File: config.mk
export PLATFORM = sky130hd
export DESIGN_NAME = display_id_serial_extractor
export DESIGN_NICKNAME = d
export VERILOG_FILES = /design/src/rtl/dise_pkg.sv /design/src/rtl/display_id_serial_extractor.sv
export SDC_FILE = /design/constraint.sdc
export NUM_CORES = 1
export LEC_CHECK = 0
export ABC_AREA = 1
export BUFFER_PORTS_ARGS = -buffer_cell sky130_fd_sc_hd__buf_2
export CORE_MARGIN = 2
export CORE_UTILIZATION = 40
export CTS_BUF_LIST = sky130_fd_sc_hd__clkbuf_16
export DETAILED_ROUTE_END_ITERATION = 7
export GPL_TIMING_DRIVEN = 1
export HOLD_SLACK_MARGIN = 0.12
export SLEW_MARGIN = 25
export SYNTH_ARGS = -nofsm -noshare
export SYNTH_HDL_FRONTEND = slang
export SYNTH_SLANG_ARGS = --single-unit
File: constraint.sdc
create_clock -name clk -period 4.7 [get_ports clk]
set_input_delay 0.94 -clock clk [delete_from_list [all_inputs] [get_ports clk]]
set_output_delay 0.94 -clock clk [all_outputs]
set_load 0.01 [all_outputs]
File: src/rtl/dise_pkg.sv
// Package for the display identification serial extractor.
// Holds the stream offsets, character codes, the source status type and small
// character helper functions. It depends on nothing.
package dise_pkg;

	localparam int TEXT_CHARS_DEF = 13;
	localparam int HEX_DIGITS = 8;

	// Positions inside a 128-byte block.
	localparam logic [6:0] DESC_BASE = 7'h36;
	localparam logic [6:0] EXT_COUNT_POS = 7'h7E;
	localparam logic [6:0] BLOCK_LAST_POS = 7'h7F;
	localparam logic [6:0] SERIAL_POS0 = 7'd12;
	localparam logic [6:0] SERIAL_POS1 = 7'd13;
	localparam logic [6:0] SERIAL_POS2 = 7'd14;
	localparam logic [6:0] SERIAL_POS3 = 7'd15;
	localparam logic [6:0] BLOCK_FIRST_POS = 7'd0;
	localparam logic [8:0] BLOCK_LIMIT = 9'd511;
	localparam logic [8:0] BASE_BLOCK = 9'd0;

	// Offsets inside an 18-byte descriptor.
	localparam logic [4:0] DOFF_HDR0 = 5'd0;
	localparam logic [4:0] DOFF_HDR2 = 5'd2;
	localparam logic [4:0] DOFF_TYPE = 5'd3;
	localparam logic [4:0] DOFF_TEXT = 5'd5;
	localparam logic [4:0] DOFF_LAST = 5'd17;

	localparam logic [7:0] DESC_TYPE_SERIAL = 8'hFF;
	localparam logic [7:0] DESC_TYPE_ASCII = 8'hFE;
	localparam logic [7:0] BYTE_ZERO = 8'h00;
	localparam logic [7:0] BYTE_LF = 8'h0A;
	localparam logic [7:0] PRINT_LOW = 8'h20;
	localparam logic [7:0] PRINT_HIGH = 8'h7E;

	localparam logic [6:0] CHAR_NUL = 7'h00;
	localparam logic [6:0] CHAR_SPACE = 7'h20;
	localparam logic [6:0] CHAR_QUEST = 7'h3F;
	localparam logic [6:0] CHAR_ZERO = 7'h30;
	localparam logic [6:0] CHAR_NINE = 7'h39;
	localparam logic [6:0] CHAR_UA = 7'h41;
	localparam logic [6:0] CHAR_UF = 7'h46;
	localparam logic [6:0] CHAR_UZ = 7'h5A;
	localparam logic [6:0] CHAR_LA = 7'h61;
	localparam logic [6:0] CHAR_LZ = 7'h7A;

	typedef enum logic [1:0] {
		SRC_TEXT = 2'd0,
		SRC_HEX  = 2'd1,
		SRC_NONE = 2'd2
	} status_t;

	function automatic logic [6:0] printable(input logic [7:0] b);
		logic [6:0] c;
		if (b < PRINT_LOW || b > PRINT_HIGH) begin
			c = CHAR_QUEST;
		end else begin
			c = b[6:0];
		end
		return c;
	endfunction

	function automatic logic is_alnum(input logic [6:0] c);
		return (c >= CHAR_ZERO && c <= CHAR_NINE) || (c >= CHAR_UA && c <= CHAR_UZ) ||
			(c >= CHAR_LA && c <= CHAR_LZ);
	endfunction

	function automatic logic [6:0] hex_char(input logic [3:0] d);
		logic [6:0] c;
		if (d < 4'd10) begin
			c = CHAR_ZERO + {3'b000, d};
		end else begin
			c = CHAR_UA + {3'b000, d - 4'd10};
		end
		return c;
	endfunction

endpackage

File: src/rtl/display_id_serial_extractor.sv
// Top level of the display identification serial extractor.
// Depends on dise_pkg for offsets, character codes and helper functions.
//
// The block takes one byte of display identification data per cycle and
// keeps only counters, a 13-character text buffer and the picks of the
// current block, so bytes flow back to back with no gaps. Each descriptor
// text is judged (trimmed and checked) in the cycle after its last byte,
// which always lands before the block's choice at byte 127. On the byte that
// carries end_of_data the chosen string is loaded into a shift buffer and
// leaves one character per unstalled cycle: 1 to TEXT_CHARS characters for
// descriptor text, 8 for the hex serial, 1 for the none status. While that
// buffer drains, ordinary bytes of the next data set are still accepted;
// only a further final byte is held until the last character has been taken.
module display_id_serial_extractor #(
	parameter int TEXT_CHARS = dise_pkg::TEXT_CHARS_DEF
) (
	input  logic       clk,
	input  logic       arst_n,
	input  logic       data_valid,
	output logic       data_stall,
	input  logic [7:0] data_byte,
	input  logic       end_of_data,
	output logic       char_valid,
	input  logic       char_stall,
	output logic [6:0] serial_char,
	output logic [1:0] source_status,
	output logic       final_char
);
	import dise_pkg::*;

	localparam int BufChars = (TEXT_CHARS > HEX_DIGITS) ? TEXT_CHARS : HEX_DIGITS;
	localparam int TL_W = $clog2(TEXT_CHARS + 1);
	localparam int LEN_W = $clog2(BufChars + 1);
	localparam logic [4:0] TextEndOff = 5'(TEXT_CHARS + 5);

	// Stream position and block bookkeeping.
	logic [6:0] byte_pos_q, byte_pos_d;
	logic [8:0] block_num_q, block_num_d;
	logic [7:0] ext_total_q, ext_total_d;
	logic [31:0] num_serial_q, num_serial_d;
	logic tag_good_q, tag_good_d;
	logic hdr_match_q, hdr_match_d;
	logic [4:0] desc_off_q, desc_off_d;
	logic base_done_q, base_done_d;

	// Descriptor text being collected.
	logic [6:0] text_store_q [TEXT_CHARS];
	logic [6:0] text_store_d [TEXT_CHARS];
	logic [TL_W-1:0] text_len_q, text_len_d;
	logic text_ended_q, text_ended_d;
	logic [TL_W-1:0] first_ns_q, first_ns_d;
	logic [TL_W-1:0] end_ns_q, end_ns_d;
	logic seen_ns_q, seen_ns_d;
	logic has_alnum_q, has_alnum_d;
	logic judge_pend_q, judge_pend_d;

	// Pick of the current block and the overall choice.
	logic [6:0] block_pick_q [TEXT_CHARS];
	logic [6:0] block_pick_d [TEXT_CHARS];
	logic [LEN_W-1:0] pick_len_q, pick_len_d;
	logic pick_valid_q, pick_valid_d;
	logic [6:0] chosen_text_q [TEXT_CHARS];
	logic [6:0] chosen_text_d [TEXT_CHARS];
	logic [LEN_W-1:0] chosen_len_q, chosen_len_d;
	logic chosen_found_q, chosen_found_d;

	// Output shift buffer.
	logic [6:0] emit_text_q [BufChars];
	logic [6:0] emit_text_d [BufChars];
	logic [LEN_W-1:0] emit_left_q, emit_left_d;
	status_t emit_status_q, emit_status_d;
	logic emit_busy_q, emit_busy_d;

	// Judge of the collected text.
	logic [6:0] trimmed [TEXT_CHARS];
	logic [LEN_W-1:0] trim_len;
	logic judge_ok;

	logic data_fire;
	logic char_fire;
	logic final_fire;
	logic in_region;
	logic [6:0] text_ch;
	logic [TL_W-1:0] len_eff;
	logic ended_eff;
	logic seen_eff;
	logic eligible;

	assign char_valid = emit_busy_q;
	assign serial_char = emit_text_q[0];
	assign source_status = emit_status_q;
	assign final_char = (emit_left_q == LEN_W'(1));
	assign char_fire = char_valid && !char_stall;
	assign final_fire = char_fire && final_char;
	assign data_stall = emit_busy_q && end_of_data && !final_fire;
	assign data_fire = data_valid && !data_stall;
	assign in_region = (byte_pos_q >= DESC_BASE) && (byte_pos_q < EXT_COUNT_POS);
	assign text_ch = printable(data_byte);

	always_comb begin
		logic all_zero;
		logic all_f;
		for (int k = 0; k < TEXT_CHARS; k++) begin
			trimmed[k] = text_store_q[k];
			for (int m = 0; m < TEXT_CHARS; m++) begin
				if (m >= k && first_ns_q == TL_W'(m - k)) begin
					trimmed[k] = text_store_q[m];
				end
			end
		end
		trim_len = LEN_W'(end_ns_q) - LEN_W'(first_ns_q);
		all_zero = 1'b1;
		all_f = 1'b1;
		for (int k = 0; k < TEXT_CHARS; k++) begin
			if (k < HEX_DIGITS) begin
				all_zero = all_zero && (trimmed[k] == CHAR_ZERO);
				all_f = all_f && (trimmed[k] == CHAR_UF);
			end
		end
		// A string with a letter or digit is never empty after trimming.
		judge_ok = has_alnum_q && !(trim_len == LEN_W'(HEX_DIGITS) && (all_zero || all_f));
	end

	always_comb begin
		byte_pos_d = byte_pos_q;
		block_num_d = block_num_q;
		ext_total_d = ext_total_q;
		num_serial_d = num_serial_q;
		tag_good_d = tag_good_q;
		hdr_match_d = hdr_match_q;
		desc_off_d = desc_off_q;
		base_done_d = base_done_q;
		text_store_d = text_store_q;
		text_len_d = text_len_q;
		text_ended_d = text_ended_q;
		first_ns_d = first_ns_q;
		end_ns_d = end_ns_q;
		seen_ns_d = seen_ns_q;
		has_alnum_d = has_alnum_q;
		judge_pend_d = 1'b0;
		block_pick_d = block_pick_q;
		pick_len_d = pick_len_q;
		pick_valid_d = pick_valid_q;
		chosen_text_d = chosen_text_q;
		chosen_len_d = chosen_len_q;
		chosen_found_d = chosen_found_q;
		emit_text_d = emit_text_q;
		emit_left_d = emit_left_q;
		emit_status_d = emit_status_q;
		emit_busy_d = emit_busy_q;
		len_eff = text_len_q;
		ended_eff = text_ended_q;
		seen_eff = seen_ns_q;
		eligible = 1'b0;

		if (judge_pend_q && judge_ok) begin
			block_pick_d = trimmed;
			pick_len_d = trim_len;
			pick_valid_d = 1'b1;
		end

		if (char_fire) begin
			for (int k = 0; k < BufChars - 1; k++) begin
				emit_text_d[k] = emit_text_q[k + 1];
			end
			emit_left_d = emit_left_q - LEN_W'(1);
			emit_busy_d = !final_char;
		end

		if (data_fire) begin
			if (byte_pos_q == BLOCK_FIRST_POS) begin
				pick_valid_d = 1'b0;
				pick_len_d = '0;
				tag_good_d = (block_num_q == BASE_BLOCK) || (data_byte == BYTE_ZERO);
			end
			if (block_num_q == BASE_BLOCK) begin
				case (byte_pos_q)
					SERIAL_POS0: num_serial_d[7:0] = data_byte;
					SERIAL_POS1: num_serial_d[15:8] = data_byte;
					SERIAL_POS2: num_serial_d[23:16] = data_byte;
					SERIAL_POS3: num_serial_d[31:24] = data_byte;
					EXT_COUNT_POS: ext_total_d = data_byte;
					default: ;
				endcase
			end

			if (in_region) begin
				desc_off_d = (desc_off_q == DOFF_LAST) ? '0 : desc_off_q + 5'd1;
				if (desc_off_q == DOFF_HDR0) begin
					hdr_match_d = (data_byte == BYTE_ZERO);
				end else if (desc_off_q <= DOFF_HDR2) begin
					hdr_match_d = hdr_match_q && (data_byte == BYTE_ZERO);
				end else if (desc_off_q == DOFF_TYPE) begin
					hdr_match_d = hdr_match_q &&
						(data_byte == DESC_TYPE_SERIAL || data_byte == DESC_TYPE_ASCII);
				end
				if (desc_off_q == DOFF_TEXT) begin
					len_eff = '0;
					ended_eff = 1'b0;
					seen_eff = 1'b0;
					text_len_d = '0;
					text_ended_d = 1'b0;
					seen_ns_d = 1'b0;
					has_alnum_d = 1'b0;
					first_ns_d = '0;
					end_ns_d = '0;
				end
				if (desc_off_q >= DOFF_TEXT && desc_off_q < TextEndOff && !ended_eff) begin
					if (data_byte == BYTE_LF || data_byte == BYTE_ZERO) begin
						text_ended_d = 1'b1;
					end else if (len_eff < TL_W'(TEXT_CHARS)) begin
						for (int k = 0; k < TEXT_CHARS; k++) begin
							if (len_eff == TL_W'(k)) begin
								text_store_d[k] = text_ch;
							end
						end
						text_len_d = len_eff + TL_W'(1);
						// Track where the text starts and ends once spaces are trimmed.
						if (text_ch != CHAR_SPACE) begin
							if (!seen_eff) begin
								first_ns_d = len_eff;
							end
							seen_ns_d = 1'b1;
							end_ns_d = len_eff + TL_W'(1);
							if (is_alnum(text_ch)) begin
								has_alnum_d = 1'b1;
							end
						end
					end
				end
				judge_pend_d = (desc_off_q == DOFF_LAST) && hdr_match_q && !pick_valid_q &&
					!end_of_data;
			end else begin
				desc_off_d = '0;
			end

			if (byte_pos_q == BLOCK_LAST_POS) begin
				eligible = (block_num_q == BASE_BLOCK) ||
					(block_num_q <= {1'b0, ext_total_q} && tag_good_q);
				if (eligible && pick_valid_q && !chosen_found_q) begin
					chosen_text_d = block_pick_q;
					chosen_len_d = pick_len_q;
					chosen_found_d = 1'b1;
				end
				if (block_num_q == BASE_BLOCK) begin
					base_done_d = 1'b1;
				end
				if (block_num_q != BLOCK_LIMIT) begin
					block_num_d = block_num_q + 9'd1;
				end
			end
			byte_pos_d = byte_pos_q + 7'd1;

			if (end_of_data) begin
				emit_busy_d = 1'b1;
				if (base_done_d && chosen_found_d && chosen_len_d != '0) begin
					for (int k = 0; k < TEXT_CHARS; k++) begin
						emit_text_d[k] = chosen_text_d[k];
					end
					emit_left_d = chosen_len_d;
					emit_status_d = SRC_TEXT;
				end else if (base_done_d && num_serial_d != '0 && num_serial_d != '1) begin
					for (int k = 0; k < HEX_DIGITS; k++) begin
						emit_text_d[k] = hex_char(num_serial_d[31 - 4 * k -: 4]);
					end
					emit_left_d = LEN_W'(HEX_DIGITS);
					emit_status_d = SRC_HEX;
				end else begin
					emit_text_d[0] = CHAR_NUL;
					emit_left_d = LEN_W'(1);
					emit_status_d = SRC_NONE;
				end
				// The next byte starts a new data set.
				byte_pos_d = '0;
				block_num_d = '0;
				ext_total_d = '0;
				num_serial_d = '0;
				tag_good_d = 1'b1;
				hdr_match_d = 1'b0;
				desc_off_d = '0;
				base_done_d = 1'b0;
				text_len_d = '0;
				text_ended_d = 1'b0;
				first_ns_d = '0;
				end_ns_d = '0;
				seen_ns_d = 1'b0;
				has_alnum_d = 1'b0;
				judge_pend_d = 1'b0;
				pick_len_d = '0;
				pick_valid_d = 1'b0;
				chosen_len_d = '0;
				chosen_found_d = 1'b0;
			end
		end
	end

	always_ff @(posedge clk or negedge arst_n) begin
		if (!arst_n) begin
			byte_pos_q <= '0;
			block_num_q <= '0;
			ext_total_q <= '0;
			num_serial_q <= '0;
			tag_good_q <= 1'b1;
			hdr_match_q <= 1'b0;
			desc_off_q <= '0;
			base_done_q <= 1'b0;
			text_len_q <= '0;
			text_ended_q <= 1'b0;
			first_ns_q <= '0;
			end_ns_q <= '0;
			seen_ns_q <= 1'b0;
			has_alnum_q <= 1'b0;
			judge_pend_q <= 1'b0;
			pick_len_q <= '0;
			pick_valid_q <= 1'b0;
			chosen_len_q <= '0;
			chosen_found_q <= 1'b0;
			emit_left_q <= '0;
			emit_status_q <= SRC_NONE;
			emit_busy_q <= 1'b0;
		end else begin
			byte_pos_q <= byte_pos_d;
			block_num_q <= block_num_d;
			ext_total_q <= ext_total_d;
			num_serial_q <= num_serial_d;
			tag_good_q <= tag_good_d;
			hdr_match_q <= hdr_match_d;
			desc_off_q <= desc_off_d;
			base_done_q <= base_done_d;
			text_len_q <= text_len_d;
			text_ended_q <= text_ended_d;
			first_ns_q <= first_ns_d;
			end_ns_q <= end_ns_d;
			seen_ns_q <= seen_ns_d;
			has_alnum_q <= has_alnum_d;
			judge_pend_q <= judge_pend_d;
			pick_len_q <= pick_len_d;
			pick_valid_q <= pick_valid_d;
			chosen_len_q <= chosen_len_d;
			chosen_found_q <= chosen_found_d;
			emit_left_q <= emit_left_d;
			emit_status_q <= emit_status_d;
			emit_busy_q <= emit_busy_d;
		end
	end

	always_ff @(posedge clk) begin
		text_store_q <= text_store_d;
		block_pick_q <= block_pick_d;
		chosen_text_q <= chosen_text_d;
		emit_text_q <= emit_text_d;
	end

`ifndef SYNTHESIS
	a_final_ends: assert property (@(posedge clk) disable iff (!arst_n)
		final_fire && !(data_fire && end_of_data) |=> !char_valid)
		else $error("char_valid stayed high after the final character");

	a_last_loads: assert property (@(posedge clk) disable iff (!arst_n)
		data_fire && end_of_data |=> char_valid)
		else $error("final byte did not start an output string");

	a_none_shape: assert property (@(posedge clk) disable iff (!arst_n)
		char_valid && source_status == SRC_NONE |-> serial_char == CHAR_NUL && final_char)
		else $error("none status must be a single zero character");

	a_off_region: assert property (@(posedge clk) disable iff (!arst_n)
		desc_off_q != DOFF_HDR0 |-> desc_off_q <= DOFF_LAST &&
			byte_pos_q > DESC_BASE && byte_pos_q < EXT_COUNT_POS)
		else $error("descriptor offset out of step with the byte position");

	a_judge_once: assert property (@(posedge clk) disable iff (!arst_n)
		judge_pend_q |-> !pick_valid_q)
		else $error("text judged although the block already has a pick");
`endif

endmodule

==> flow_summary.rst <==
.. list-table::
   :header-rows: 1

   * - Metric
     - Value
   * - Status
     - finished clean
   * - Antenna Diode Count
     - 0
   * - Syn-to-layout area delta
     - 10.79%
   * - Buffers added on ports
     - 24
   * - Most used DFF post-synth
     - sky130_fd_sc_hd__edfxtp_1
   * - Fraction of the cycle the final worst path needs
     - 94.16%
   * - Clock buffer depth
     - 3
   * - Count of H-tree levels built during CTS
     - 2
   * - Total count of hold-check failures in the final report
     - 0
   * - WL/cell
     - 18.52 um
   * - Maximum number of pins on one net before global-route repair
     - 115
   * - Final #Nets
     - 3947
   * - Global-route wire length before repair
     - 140500 um
   * - Initial cell density of the core
     - 40.23%
   * - Yosys reg bits
     - 461
   * - Area inside the core boundary
     - 0.06979 mm^2
   * - Die area
     - 0.07233 mm^2
   * - Register-to-register path setup slack
     - 0.27 ns
   * - Clock tree from TritonCTS
     - done
   * - Critical path fanouts, max
     - 20
   * - Hold Buf Count CTS
     - 0
   * - Register area share after synthesis
     - 44.59%
   * - Slew at the pin closest to its max-slew limit
     - 1.071 ns
   * - Asr flop ratio synth
     - 21.04%
   * - Number of clock buffers inserted by TritonCTS
     - 52
   * - Max-cap violations
     - 0
   * - Top Family by Delay on Critical Path
     - simple AND/OR/NAND/NOR gates
   * - Share of total power in combinational logic
     - 15.5%
   * - Setup repair after global routing missed its margin
     - false
   * - Final setup violation count
     - 0
   * - Critical path class
     - reg -> reg
   * - Flop pwr share
     - 46.6%
   * - Cells traversed along the worst timing path
     - inv_1 > ha_1 > nand3_2 > nor3_4 > nand4_4 > o21ai_1 > ha_1 > nand4_1 > nor2_1 > nand3_1 > nor4_1 > nand4_1 > nand3_2 > buf_4 > nand2_2 > nand2_1 > o211ai_1 > nand3_1
   * - Final Wtd Congestion
     - 0.9697
   * - Area of the multi-input gates
     - 0.01281 mm^2
   * - Mapped cell area
     - 0.02808 mm^2
   * - Setup crit end kind
     - flop
   * - Max VDD drop
     - 287.7 uV
   * - Overall power after layout
     - 10.97 mW
   * - Overall die height
     - 268.9 um
   * - Total Wirelength
     - 89910 um
   * - Placed Instances
     - 4757
   * - Sequential cell area
     - 0.01252 mm^2
   * - I/O pin cnt
     - 25
   * - Internal power contribution
     - 7.881 mW
   * - Power per unit of standard cell area
     - 352.6 mW/mm^2
   * - Clock network fraction of design power
     - 37.9%
   * - Most frequent cells in the layout
     - 1370 x sky130_fd_sc_hd__nand2_1, 482 x sky130_fd_sc_hd__inv_1, 349 x sky130_fd_sc_hd__o21ai_0
   * - Number of max-slew violations in the final report
     - 0
   * - Number of violations reported at the end of detailed-routing iteration 0
     - 2854
   * - Sum of negative setup slack
     - 0 ns
   * - Final routed DRC violation total
     - 0
   * - Router iterations before antenna repair
     - 6
   * - Num Clock Sinks
     - 461
   * - Number of warnings reported in the yosys synthesis log
     - 0
   * - Leakage power
     - 13.92 nW
   * - Die Width
     - 268.9 um
   * - CTS root buf
     - sky130_fd_sc_hd__clkbuf_16
   * - Clock-pin slew on the worst setup and hold paths
     - 0.06 ns
   * - Utilization of the core after routing
     - 44.58%
   * - Final Critical Period
     - 4.426 ns
   * - Number of global-route vias before repair
     - 23350
   * - Detailed placer's ending HPWL
     - 62170 um
   * - Netlist cell types
     - 56
   * - Non-filler cells in the finished layout
     - 4855
   * - Routed via count divided by cell count
     - 5.240
   * - Fillers
     - 7142
   * - # rows
     - 97
   * - Path type of the worst min-delay path
     - in -> async
   * - Total global routing track utilization
     - 24.95%
   * - Buffers inserted by post-CTS timing repair
     - 0
   * - Fraction of final layout cells sized beyond drive strength 1
     - 6.794%
   * - Switching power total
     - 3.089 mW
   * - Initial antenna violation count
     - 0
   * - Number of enable-type register cells in the synthesized netlist
     - 280
   * - Most common cell after layout, fill and taps aside
     - sky130_fd_sc_hd__nand2_1
   * - Critical Path Start Type
     - flop
   * - Data required time at the worst endpoint
     - 5.27 ns
   * - Synth Area per Inst
     - 7.185 um^2
   * - Remaining antenna violation count
     - 0
   * - Worst Skew
     - 0.04610 ns
   * - RR Startpoint
     - block_num_q[1]
   * - Slowest CP cell
     - sky130_fd_sc_hd__nor3_4
   * - End of the worst register-to-register path
     - emit_text_q[44]
   * - Total via count in the routed design
     - 25440
   * - Worst Reg-to-Reg Cells
     - 18
   * - Post-synthesis net count
     - 3984
   * - Source-to-sink clock delay at the later pin of the worst-skew pair
     - 0.64 ns
   * - Share of total power consumed by net switching
     - 28.16%
   * - Sum of overflow across all layers after global routing
     - 0
   * - CP peak stage delay
     - 0.52 ns
   * - F_max
     - 226.0 MHz
   * - Worst slew margin
     - 28.53%
   * - Worst Path Buf+Inv
     - 2
   * - Arrival time worst endpoint
     - 4.99 ns
   * - Cell count after synthesis
     - 3908
==> synth_stat cells (17+ instances only) <==
cell type | count | area, um^2
sky130_fd_sc_hd__o21ai_0 | 354 | 1772
sky130_fd_sc_hd__dfrtp_1 | 95 | 2377
sky130_fd_sc_hd__a31oi_1 | 33 | 206.5
sky130_fd_sc_hd__dfxtp_1 | 84 | 1682
sky130_fd_sc_hd__nand4_1 | 22 | 137.6
sky130_fd_sc_hd__buf_2 | 53 | 265.3
sky130_fd_sc_hd__nor3_1 | 28 | 140.1
sky130_fd_sc_hd__buf_1 | 17 | 63.81
sky130_fd_sc_hd__nand2_1 | 1372 | 5150
sky130_fd_sc_hd__edfxtp_1 | 280 | 8408
sky130_fd_sc_hd__clkbuf_1 | 118 | 442.9
sky130_fd_sc_hd__o22ai_1 | 31 | 193.9
sky130_fd_sc_hd__o211ai_1 | 17 | 127.6
sky130_fd_sc_hd__nor2_1 | 241 | 904.6
sky130_fd_sc_hd__a21oi_1 | 242 | 1211
sky130_fd_sc_hd__inv_1 | 479 | 1798
sky130_fd_sc_hd__ha_1 | 62 | 775.7
sky130_fd_sc_hd__o21ai_1 | 36 | 180.2
sky130_fd_sc_hd__nand3_1 | 177 | 885.9
==> stage by stage <==
stage,instance area (um^2),setup slack (ns),hold slack [ns]
CTS,31080,0.2361,0.2587
global placement,29350,0.3140,0.4673
floorplan,28080,0.2647,0.4530
global route,31110,0.007029,0.2867
finish,31110,0.2744,0.2593
detailed placement,29350,0.2707,0.4681
==> per-layer routing <==
| metal | track usage, % | up-vias | wire length [um] |
|---|---|---|---|
| li1 | - | 12550 | - |
| met1 | 36.81 | 11710 | 41760 |
| met2 | 37.55 | 1015 | 38790 |
| met3 | 2.932 | 160 | 6148 |
| met4 | 8.949 | 0 | 3213 |
| met5 | 0 | - | 0 |
==> power by group through the flow <==
stage          registers [mW]  clock network [mW]  logic, mW
3_5_place_dp             5.18                   0       1.69
2_1_floorplan            5.12                   0       1.27
6_report                 5.11                4.16       1.70
4_1_cts                  5.10                4.24       1.70
3_3_place_gp             5.17                   0       1.67
5_1_grt                  5.16                4.39       1.96
==> timing repair <==
item | CTS | global route
hold endpoints to repair | 0 | 0
resized for setup | 0 | 8
setup endpoints to repair | 0 | 17
==> flip-flops by register name (all words and copies together) (netlist names), 2 cells and up <==
signal         cells
pick_len_q         4
chosen_len_q       4
end_ns_q           4
serial_char        7
block_num_q        9
text_store_q      91
num_serial_q      32
emit_left_q        4
block_pick_q      91
text_len_q         4
chosen_text_q     91
desc_off_q         5
source_status      2
byte_pos_q         7
emit_text_q       84
ext_total_q        8
first_ns_q         4
==> logic make-up after synthesis <==
| family | count (synthesis) | synth area share, % |
|---|---|---|
| fa+ha+maj | 63 | 2.834 |
| mux | 16 | 0.5704 |
| compound gates | 742 | 14.05 |
| simple gates | 1902 | 27.45 |
| xor+xnor | 15 | 0.4679 |
| flops | 461 | 44.59 |
| buf+inv | 709 | 10.04 |
==> worst max path at each step <==
stage	startpoint	to	slack (ns)	cells after the start
2_1_floorplan	first_ns_q[1]	block_pick_q[0]	0.26	26
3_3_place_gp	block_num_q[0]	emit_text_q[44]	0.31	18
3_5_place_dp	block_num_q[1]	emit_text_q[44]	0.27	18
4_1_cts	block_num_q[1]	emit_text_q[44]	0.24	18
5_1_grt	block_num_q[1]	emit_text_q[79]	0.007	18
6_report	block_num_q[1]	emit_text_q[44]	0.27	18
==> cell type report <==
type                       count  share of cell area (%)
multi-input combinational   2738                   41.18
sequential                   461                   40.24
inverter                     502                   6.077
clock buffer                  53                   4.263
tap                          940                   3.781
timing repair buffer         116                   3.137
clock inverter                45                   1.315
No activity file was read; power rests on OpenSTA's default activity.
